==> src/ntfrp_pkg.sv <==
// Shared types and constants for the neighbor table with random pick.
// Holds the controller/datapath command and status structs; no dependencies.
package ntfrp_pkg;

  localparam int ADDR_W = 16;
  localparam int RND_W  = 16;
  localparam int STEP_W = $clog2(RND_W);

  localparam logic ACTION_ADD  = 1'b0;
  localparam logic ACTION_PICK = 1'b1;

  typedef struct packed {
    logic load;       // capture an input item, clear result
    logic scan_run;   // issue/compare one slot of the search
    logic write;      // store the address at the write cursor
    logic div_run;    // one remainder step
    logic pick_read;  // read the slot selected by the remainder
    logic pick_take;  // latch the picked address into the result
    logic out_load;   // move the result into the output register
  } cmd_t;

  typedef struct packed {
    logic is_pick;
    logic addr_zero;
    logic fill_empty;
    logic hit;
    logic scan_end;
    logic div_last;
  } status_t;

endpackage

==> src/ntfrp_dpath.sv <==
// Datapath: slot memory, fill count, write cursor, search counter,
// bit-serial remainder unit and output register. Uses ntfrp_pkg.
module ntfrp_dpath #(
  parameter int TABLE_ENTRIES = 32
) (
  input  logic                          clk,
  input  logic                          rst,
  input  ntfrp_pkg::cmd_t               cmd,
  output ntfrp_pkg::status_t            status,
  input  logic                          action,
  input  logic [ntfrp_pkg::ADDR_W-1:0]  address,
  input  logic [ntfrp_pkg::RND_W-1:0]   random_value,
  output logic                          found,
  output logic [ntfrp_pkg::ADDR_W-1:0]  neighbor_address,
  output logic                          stored_new
);
  import ntfrp_pkg::*;

  localparam int IDX_W = $clog2(TABLE_ENTRIES);
  localparam int CNT_W = $clog2(TABLE_ENTRIES + 1);

  logic [ADDR_W-1:0] slots [TABLE_ENTRIES];
  logic [ADDR_W-1:0] rd_data;
  logic [IDX_W-1:0]  rd_addr;

  logic              act_q;
  logic [ADDR_W-1:0] addr_q;
  logic [RND_W-1:0]  rnd_sh;
  logic [CNT_W-1:0]  fill;
  logic [IDX_W-1:0]  cursor;
  logic [IDX_W-1:0]  scan_idx;
  logic              issue_done;
  logic              cmp_v;
  logic              cmp_last;
  logic [CNT_W-1:0]  rem;
  logic [STEP_W-1:0] step;

  logic              res_found;
  logic [ADDR_W-1:0] res_addr;
  logic              res_stored;

  logic [CNT_W-1:0]  fill_m1;
  logic [CNT_W:0]    rem_shift;
  logic [CNT_W:0]    rem_sub;
  logic              rem_ge;

  assign fill_m1   = fill - CNT_W'(1);
  assign rem_shift = {rem, rnd_sh[RND_W-1]};
  assign rem_ge    = rem_shift >= {1'b0, fill};
  assign rem_sub   = rem_shift - {1'b0, fill};
  assign rd_addr   = cmd.pick_read ? rem[IDX_W-1:0] : scan_idx;

  assign status.is_pick    = (act_q == ACTION_PICK);
  assign status.addr_zero  = (addr_q == '0);
  assign status.fill_empty = (fill == '0);
  assign status.hit        = cmp_v && (rd_data == addr_q);
  assign status.scan_end   = cmp_v && cmp_last;
  assign status.div_last   = (step == STEP_W'(RND_W - 1));

  always_ff @(posedge clk) begin
    if (cmd.write) begin
      slots[cursor] <= addr_q;
    end
    rd_data <= slots[rd_addr];
  end

  always_ff @(posedge clk) begin
    if (rst) begin
      fill       <= '0;
      cursor     <= '0;
      issue_done <= 1'b0;
      cmp_v      <= 1'b0;
    end else begin
      if (cmd.write) begin
        cursor <= (cursor == IDX_W'(TABLE_ENTRIES - 1)) ? '0 : cursor + IDX_W'(1);
        if (fill != CNT_W'(TABLE_ENTRIES)) begin
          fill <= fill + CNT_W'(1);
        end
      end
      if (cmd.load) begin
        issue_done <= 1'b0;
        cmp_v      <= 1'b0;
      end else if (cmd.scan_run) begin
        // the read issued this cycle is compared in the next one
        cmp_v <= !issue_done;
        if (!issue_done) begin
          issue_done <= (CNT_W'(scan_idx) == fill_m1);
        end
      end
    end
  end

  always_ff @(posedge clk) begin
    if (cmd.load) begin
      act_q      <= action;
      addr_q     <= address;
      rnd_sh     <= random_value;
      scan_idx   <= '0;
      rem        <= '0;
      step       <= '0;
      res_found  <= 1'b0;
      res_addr   <= '0;
      res_stored <= 1'b0;
    end else begin
      if (cmd.scan_run && !issue_done) begin
        cmp_last <= (CNT_W'(scan_idx) == fill_m1);
        scan_idx <= scan_idx + IDX_W'(1);
      end
      if (cmd.div_run) begin
        rem    <= rem_ge ? rem_sub[CNT_W-1:0] : rem_shift[CNT_W-1:0];
        rnd_sh <= rnd_sh << 1;
        step   <= step + STEP_W'(1);
      end
      if (cmd.write) begin
        res_stored <= 1'b1;
      end
      if (cmd.pick_take) begin
        res_found <= 1'b1;
        res_addr  <= rd_data;
      end
    end
    if (cmd.out_load) begin
      found            <= res_found;
      neighbor_address <= res_addr;
      stored_new       <= res_stored;
    end
  end

endmodule

==> src/ntfrp_ctrl.sv <==
// Controller state machine: sequences search, write, remainder and pick,
// and owns both handshakes. Uses ntfrp_pkg.
module ntfrp_ctrl (
  input  logic                clk,
  input  logic                rst,
  input  logic                in_valid,
  output logic                in_ready,
  output logic                out_valid,
  input  logic                out_ready,
  input  ntfrp_pkg::status_t  status,
  output ntfrp_pkg::cmd_t     cmd
);
  import ntfrp_pkg::*;

  typedef enum logic [2:0] {
    S_IDLE, S_DECODE, S_SCAN, S_WRITE, S_DIV, S_PICK_RD, S_PICK_DATA, S_DONE
  } state_t;

  state_t state;
  state_t state_next;

  assign in_ready = (state == S_IDLE);

  always_comb begin
    cmd           = '0;
    state_next    = state;
    cmd.load      = in_valid && (state == S_IDLE);
    unique case (state)
      S_IDLE: begin
        if (in_valid) state_next = S_DECODE;
      end
      S_DECODE: begin
        if (status.is_pick) begin
          state_next = status.fill_empty ? S_DONE : S_DIV;
        end else if (status.addr_zero) begin
          state_next = S_DONE;
        end else begin
          state_next = status.fill_empty ? S_WRITE : S_SCAN;
        end
      end
      S_SCAN: begin
        cmd.scan_run = 1'b1;
        if (status.hit) begin
          state_next = S_DONE;
        end else if (status.scan_end) begin
          state_next = S_WRITE;
        end
      end
      S_WRITE: begin
        cmd.write  = 1'b1;
        state_next = S_DONE;
      end
      S_DIV: begin
        cmd.div_run = 1'b1;
        if (status.div_last) state_next = S_PICK_RD;
      end
      S_PICK_RD: begin
        cmd.pick_read = 1'b1;
        state_next    = S_PICK_DATA;
      end
      S_PICK_DATA: begin
        cmd.pick_take = 1'b1;
        state_next    = S_DONE;
      end
      S_DONE: begin
        // hold until the output register is free
        cmd.out_load = !out_valid || out_ready;
        if (cmd.out_load) state_next = S_IDLE;
      end
      default: state_next = S_IDLE;
    endcase
  end

  always_ff @(posedge clk) begin
    if (rst) begin
      state     <= S_IDLE;
      out_valid <= 1'b0;
    end else begin
      state <= state_next;
      if (cmd.out_load) begin
        out_valid <= 1'b1;
      end else if (out_ready) begin
        out_valid <= 1'b0;
      end
    end
  end

endmodule

==> src/neighbor_table_fifo_random_pick_core.sv <==
// Top level of the neighbor address table with FIFO replacement and
// random pick. Joins ntfrp_ctrl and ntfrp_dpath; uses ntfrp_pkg.
//
// Input channel (in_valid/in_ready): action, address, random_value.
//   action 0 adds address unless it is zero or already stored; the write
//   cursor overwrites the oldest entry once the table is full.
//   action 1 picks the stored entry at random_value mod entry count.
// Output channel (out_valid/out_ready): found, neighbor_address,
//   stored_new; exactly one result transfer per input transfer.
// Steps from input transfer to output valid:
//   add of zero or pick from empty table: decode, output load
//   add to empty table: decode, write, output load
//   add with search over n stored entries: decode, one slot read and
//   compare per entry up to a hit or, past the last entry, a write; output load
//   pick: decode, 16 steps of the bit-serial remainder, slot read,
//   capture, output load
// One item at a time; the search over the slot memory (one read per
//   cycle) sets the add rate, so an add takes longer as the table fills.
// Results sit in an output register: a new item is taken while an older
//   result waits, and the block holds in its final state if the receiver
//   still stalls. Reset empties the table (a fill count, no clearing pass)
//   and returns the cursor to slot 0.
module neighbor_table_fifo_random_pick_core #(
  parameter int TABLE_ENTRIES = 32
) (
  input  logic                          clk,
  input  logic                          rst,
  input  logic                          in_valid,
  output logic                          in_ready,
  input  logic                          action,
  input  logic [ntfrp_pkg::ADDR_W-1:0]  address,
  input  logic [ntfrp_pkg::RND_W-1:0]   random_value,
  output logic                          out_valid,
  input  logic                          out_ready,
  output logic                          found,
  output logic [ntfrp_pkg::ADDR_W-1:0]  neighbor_address,
  output logic                          stored_new
);
  import ntfrp_pkg::*;

  cmd_t    cmd;
  status_t status;

  ntfrp_ctrl u_ctrl (
    .clk       (clk),
    .rst       (rst),
    .in_valid  (in_valid),
    .in_ready  (in_ready),
    .out_valid (out_valid),
    .out_ready (out_ready),
    .status    (status),
    .cmd       (cmd)
  );

  ntfrp_dpath #(
    .TABLE_ENTRIES (TABLE_ENTRIES)
  ) u_dpath (
    .clk              (clk),
    .rst              (rst),
    .cmd              (cmd),
    .status           (status),
    .action           (action),
    .address          (address),
    .random_value     (random_value),
    .found            (found),
    .neighbor_address (neighbor_address),
    .stored_new       (stored_new)
  );

endmodule
==> config.mk <==
export PLATFORM = sky130hd
export DESIGN_NAME = neighbor_table_fifo_random_pick_core
export DESIGN_NICKNAME = d
export VERILOG_FILES = /design/src/ntfrp_pkg.sv /design/src/ntfrp_dpath.sv /design/src/ntfrp_ctrl.sv /design/src/neighbor_table_fifo_random_pick_core.sv
export SDC_FILE = /design/constraint.sdc
export NUM_CORES = 1
export LEC_CHECK = 0
export BUFFER_PORTS_ARGS = -buffer_cell sky130_fd_sc_hd__buf_2
export CORE_UTILIZATION = 65
export CTS_CLUSTER_DIAMETER = 150
export DETAILED_ROUTE_END_ITERATION = 8
export PLACE_DENSITY = 0.78
export SYNTH_ARGS = -nofsm -noshare
export SYNTH_HDL_FRONTEND = slang
export SYNTH_SLANG_ARGS = --single-unit
export TNS_END_PERCENT = 10
==> constraint.sdc <==
create_clock -name clk -period 5.4 [get_ports clk]
set_input_delay 1.08 -clock clk [delete_from_list [all_inputs] [get_ports clk]]
set_output_delay 1.08 -clock clk [all_outputs]
set_load 0.02 [all_outputs]
==> key figures <==
Setup path
  • Reg-to-Reg End: u_dpath.rd_data[3]$_DFF_P_
  • Crit-path slowest cell: a21o_4
  • Buf/Inv on CP: 1
  • CP startpoint kind: flop
  • Crit path kind: reg2reg
  • Reg2reg setup slack: 1.88 ns
  • Crit path max fanout: 101
  • Crit path largest cell delay: 0.65 ns
  • Worst reg-to-reg path cell count: 7
  • Worst setup EP type: flop
  • Delay-heaviest family, CP: simple AND/OR/NAND/NOR gates
  • R2R Path Start: u_ctrl.state[1]$_SDFFE_PP0P_
  • Data arrival, critical path: 4.05 ns
  • Worst path cell trace: nand3b_4, a21o_4, buf_12, mux2i_1, a32oi_1, nand4_1, nor2_1
  • Crit path required time: 5.93 ns

Route
  • Iter 0 DRT Violations: 2,050
  • Final WL: 60,200 um
  • Final ANT Viol Nets: 0
  • Via density: 6.50
  • DRC: 0
  • Vias post-DR: 15.2k
  • DR WL/cell: 25.7 um
  • Drt first pass iters: 6

Place
  • Placed inst area: 25,700 sq um
  • Setup WS pre-CTS: 1.97 ns
  • Final HPWL DP: 36,000 um
  • PortBufs: 56
  • GPL Wtd Cong: 0.942

STA
  • Slew @ Worst Pin: 1.19 ns
  • RSZ-0062 raised after global routing: no
  • Setup TNS: 0 ns
  • Hold Fails Final Rpt: 0
  • Max transition margin: 0.205
  • Final worst slack: 1.88 ns
  • Max Slew Vio Count: 0
  • Final setup fails: 0
  • Fmax: 284 MHz
  • Clock skew: 0.0155 ns
  • Tcrit/Tclk final: 0.652
  • Tmin final: 3.52 ns

Final layout
  • Inserted Diodes: 0
  • # nets final: 1,832
  • Share of layout cells above drive strength 1: 0.131
  • Final Cell Area: 27,600 sq um
  • Area Overhead vs Synth: 11.8%

Synth
  • Post-Synth Adder-Cell Area: 0.00891
  • Mean Syn Cell Area: 14.7 sq um
  • Ys flop type: edfxtp_1
  • Largest family of logic cells by synthesized area: simple AND/OR/NAND/NOR gates
  • Synthesized cell area: 24,700 sq um
  • Synth Area in Compound Gates: 0.0595
  • Syn. warnings: 0
  • Post-synthesis sequential area ratio: 0.739
  • Synth Area in Simple Gates: 0.0986
  • Mux cell area share after synthesis: 0.0592
  • Syn nets: 1,734
  • XOR/XNOR Fraction of Synth Area: 0.0131
  • Synth async-reset ratio: 0
  • Seq cells post-synth: 630
  • Post-synth EDFFs: 564
  • Post-synthesis instance total: 1,680
  • Netlist cell types: 55

Worst hold path
  • HP Class: reg2reg
  • Worst Hold End: u_dpath.neighbor_address[1]$_DFFE_PP_
  • Min-Delay Startpoint: u_dpath.res_addr[1]$_SDFFE_PP0N_
  • Hold Path Cell Cnt: 0

Clock network
  • Reg clk slew, reported paths: 0.06 ns
  • CTS max path bufs: 3
  • Post-CTS resize count: 0
  • Clock latency on the worst-skew pair: 0.62 ns
  • Root Buffer: clkbuf_16
  • CTS Hold Bufs: 0
  • Clock sink count: 630
  • H-tree depth: 2
  • TritonCTS clock tree: built
  • TritonCTS Buffers: 59
  • Number of setup buffers added after CTS: 0

Die
  • Row count: 71
  • Core region area: 37,600 sq um
  • Total die area: 38,800 sq um
  • Die width: 197 um
  • I/O Pins: 57
  • Initial Util: 0.658
  • Die height: 197 um

Outcome
  • Outcome: complete, no violations

GRT
  • Initial antenna violation count: 0
  • Largest net degree at the start of global routing: 102
  • First-pass GRT wire length: 88,000 um
  • Vias in the first global route: 14.2k
  • GRT Residual Overflow: 0
  • Total Routing Usage GR: 0.314

Job
  • Max-Cap Viols: 0

Pwr
  • Clock share of power: 0.365
  • PD cells: 404 nW/um^2
  • Comb power frac: 0.122
  • Net Sw Frac: 0.257
  • P_int: 0.00830 W
  • Static Leak: 9.10 nW
  • Sequential Power Share: 0.513
  • Max VDD drop: 0.462 mV
  • Psw: 0.00287 W
state kept, by name, indices dropped and copies added (netlist names), 3 cells and up:
register	cells
u_dpath.res_addr	16
u_dpath.scan_idx	5
u_dpath.addr_q	16
u_dpath.rem	6
u_dpath.cursor	5
u_dpath.rd_data	16
u_dpath.rnd_sh	16
u_ctrl.state	3
u_dpath.step	4
u_dpath.neighbor_address	16
u_dpath.fill	6
u_dpath.slots	512
worst max path at each step:
stage,endpoint,cells after the start,start
CTS,u_dpath.rd_data[3]$_DFF_P_,7,u_ctrl.state[1]$_SDFFE_PP0P_
global route,u_dpath.rd_data[3]$_DFF_P_,7,u_ctrl.state[1]$_SDFFE_PP0P_
floorplan,u_dpath.rnd_sh[0]$_SDFFCE_PN0P_,5,u_ctrl.state[2]$_SDFFE_PP0P_
finish,u_dpath.rd_data[3]$_DFF_P_,7,u_ctrl.state[1]$_SDFFE_PP0P_
global placement,u_dpath.rd_data[3]$_DFF_P_,7,u_ctrl.state[1]$_SDFFE_PP0P_
detailed placement,u_dpath.rd_data[3]$_DFF_P_,7,u_ctrl.state[1]$_SDFFE_PP0P_
worst register-to-register path: stages (launching register included):
cell and delay, ns:
dfxtp_1 0.54, nand3b_4 0.35, a21o_4 0.65, buf_12 0.58
mux2i_1 0.20, a32oi_1 0.36, nand4_1 0.53, nor2_1 0.22
stage by stage:
step | total power (W) | hold slack, ns | utilization | instances
2_1_floorplan | 0.00664 | 0.408 | - | 1680
3_3_place_gp | 0.00713 | 0.418 | 0.684 | 2228
3_5_place_dp | 0.00717 | 0.419 | 0.684 | 2228
4_1_cts | 0.0112 | 0.434 | 0.735 | 2338
5_1_grt | 0.0114 | 0.454 | 0.735 | 2338
6_report | 0.0112 | 0.435 | 0.735 | 2338
power groups by stage:
stage | Sequential [W] | Combinational [W] | Clock (W)
after floorplan | 0.00579 | 0.000849 | 0
after global placement | 0.00583 | 0.00130 | 0
after detailed placement | 0.00583 | 0.00134 | 0
after CTS | 0.00573 | 0.00135 | 0.00410
after global routing | 0.00573 | 0.00145 | 0.00427
final | 0.00573 | 0.00136 | 0.00407
logic make-up after synthesis:
group,after synthesis
AOI/OAI and AO/OA,186
DFF,630
adders and majority gates,17
xor gates and xnor gates,37
buffers and inverters,98
and+or+nand+nor,568
muxes,144
cell type report:
class / count / area, sq um
Inverter: 14 / 52.6
Sequential cell: 630 / 18300
Timing Repair Buffer: 121 / 793
Clock inverter: 29 / 274
Multi-Input combinational cell: 952 / 5950
Clock buffer: 81 / 1650
Tap cell: 511 / 639
Fill cell: 2221 / 9960
cells in the final DEF, fill, tap and decap left out, types with 13 or more instances in the layout:
master | Yosys | final
a21oi_1 | 28 | 28
a32oi_1 | 127 | 127
buf_2 | 35 | 56
buf_4 | 11 | 63
clkbuf_1 | 24 | 14
clkbuf_16 | 0 | 60
dfxtp_1 | 66 | 66
edfxtp_1 | 564 | 564
ha_1 | 16 | 16
inv_1 | 13 | 13
mux2i_1 | 136 | 136
nand2_1 | 355 | 355
nand3_1 | 14 | 14
nand4_1 | 43 | 43
nor2_1 | 99 | 89
o21ai_0 | 14 | 14
xnor2_1 | 23 | 23
xor2_1 | 14 | 14
layer usage:
layer / up-vias / GRT usage / wire (um) / share of wire
li1: 6569 / - / - / -
met1: 7463 / 0.449 / 22800 / 0.38
met2: 1011 / 0.473 / 27800 / 0.46
met3: 154 / 0.0695 / 7370 / 0.12
met4: 0 / 0.130 / 2260 / 0.038
met5: - / 0 / 0 / 0
Yosys cell counts (2+ instances only):
master / instances / area (sq um)
nor4_1: 7 / 43.8
mux2_2: 6 / 67.6
mux2i_1: 136 / 1360
nor2_1: 99 / 372
nor3_1: 12 / 60.1
nand3_1: 14 / 70.1
dfxtp_1: 66 / 1320
a211oi_1: 2 / 15.0
or3_1: 2 / 12.5
xor2_1: 14 / 123
or3b_2: 3 / 26.3
buf_1: 2 / 7.51
edfxtp_1: 564 / 16900
clkbuf_1: 24 / 90.1
a21oi_1: 28 / 140
nand2_1: 355 / 1330
xnor2_1: 23 / 201
inv_1: 13 / 48.8
o21ai_0: 14 / 70.1
nor3b_1: 7 / 52.6
buf_2: 35 / 175
nand3b_1: 11 / 82.6
buf_6: 11 / 124
ha_1: 16 / 200
a32oi_1: 127 / 1110
nor2b_1: 4 / 25.0
and3_1: 3 / 18.8
o31ai_1: 2 / 15.0
a21boi_0: 2 / 15.0
buf_4: 11 / 82.6
nand4_1: 43 / 269
Power figures use the tool's default switching activity.
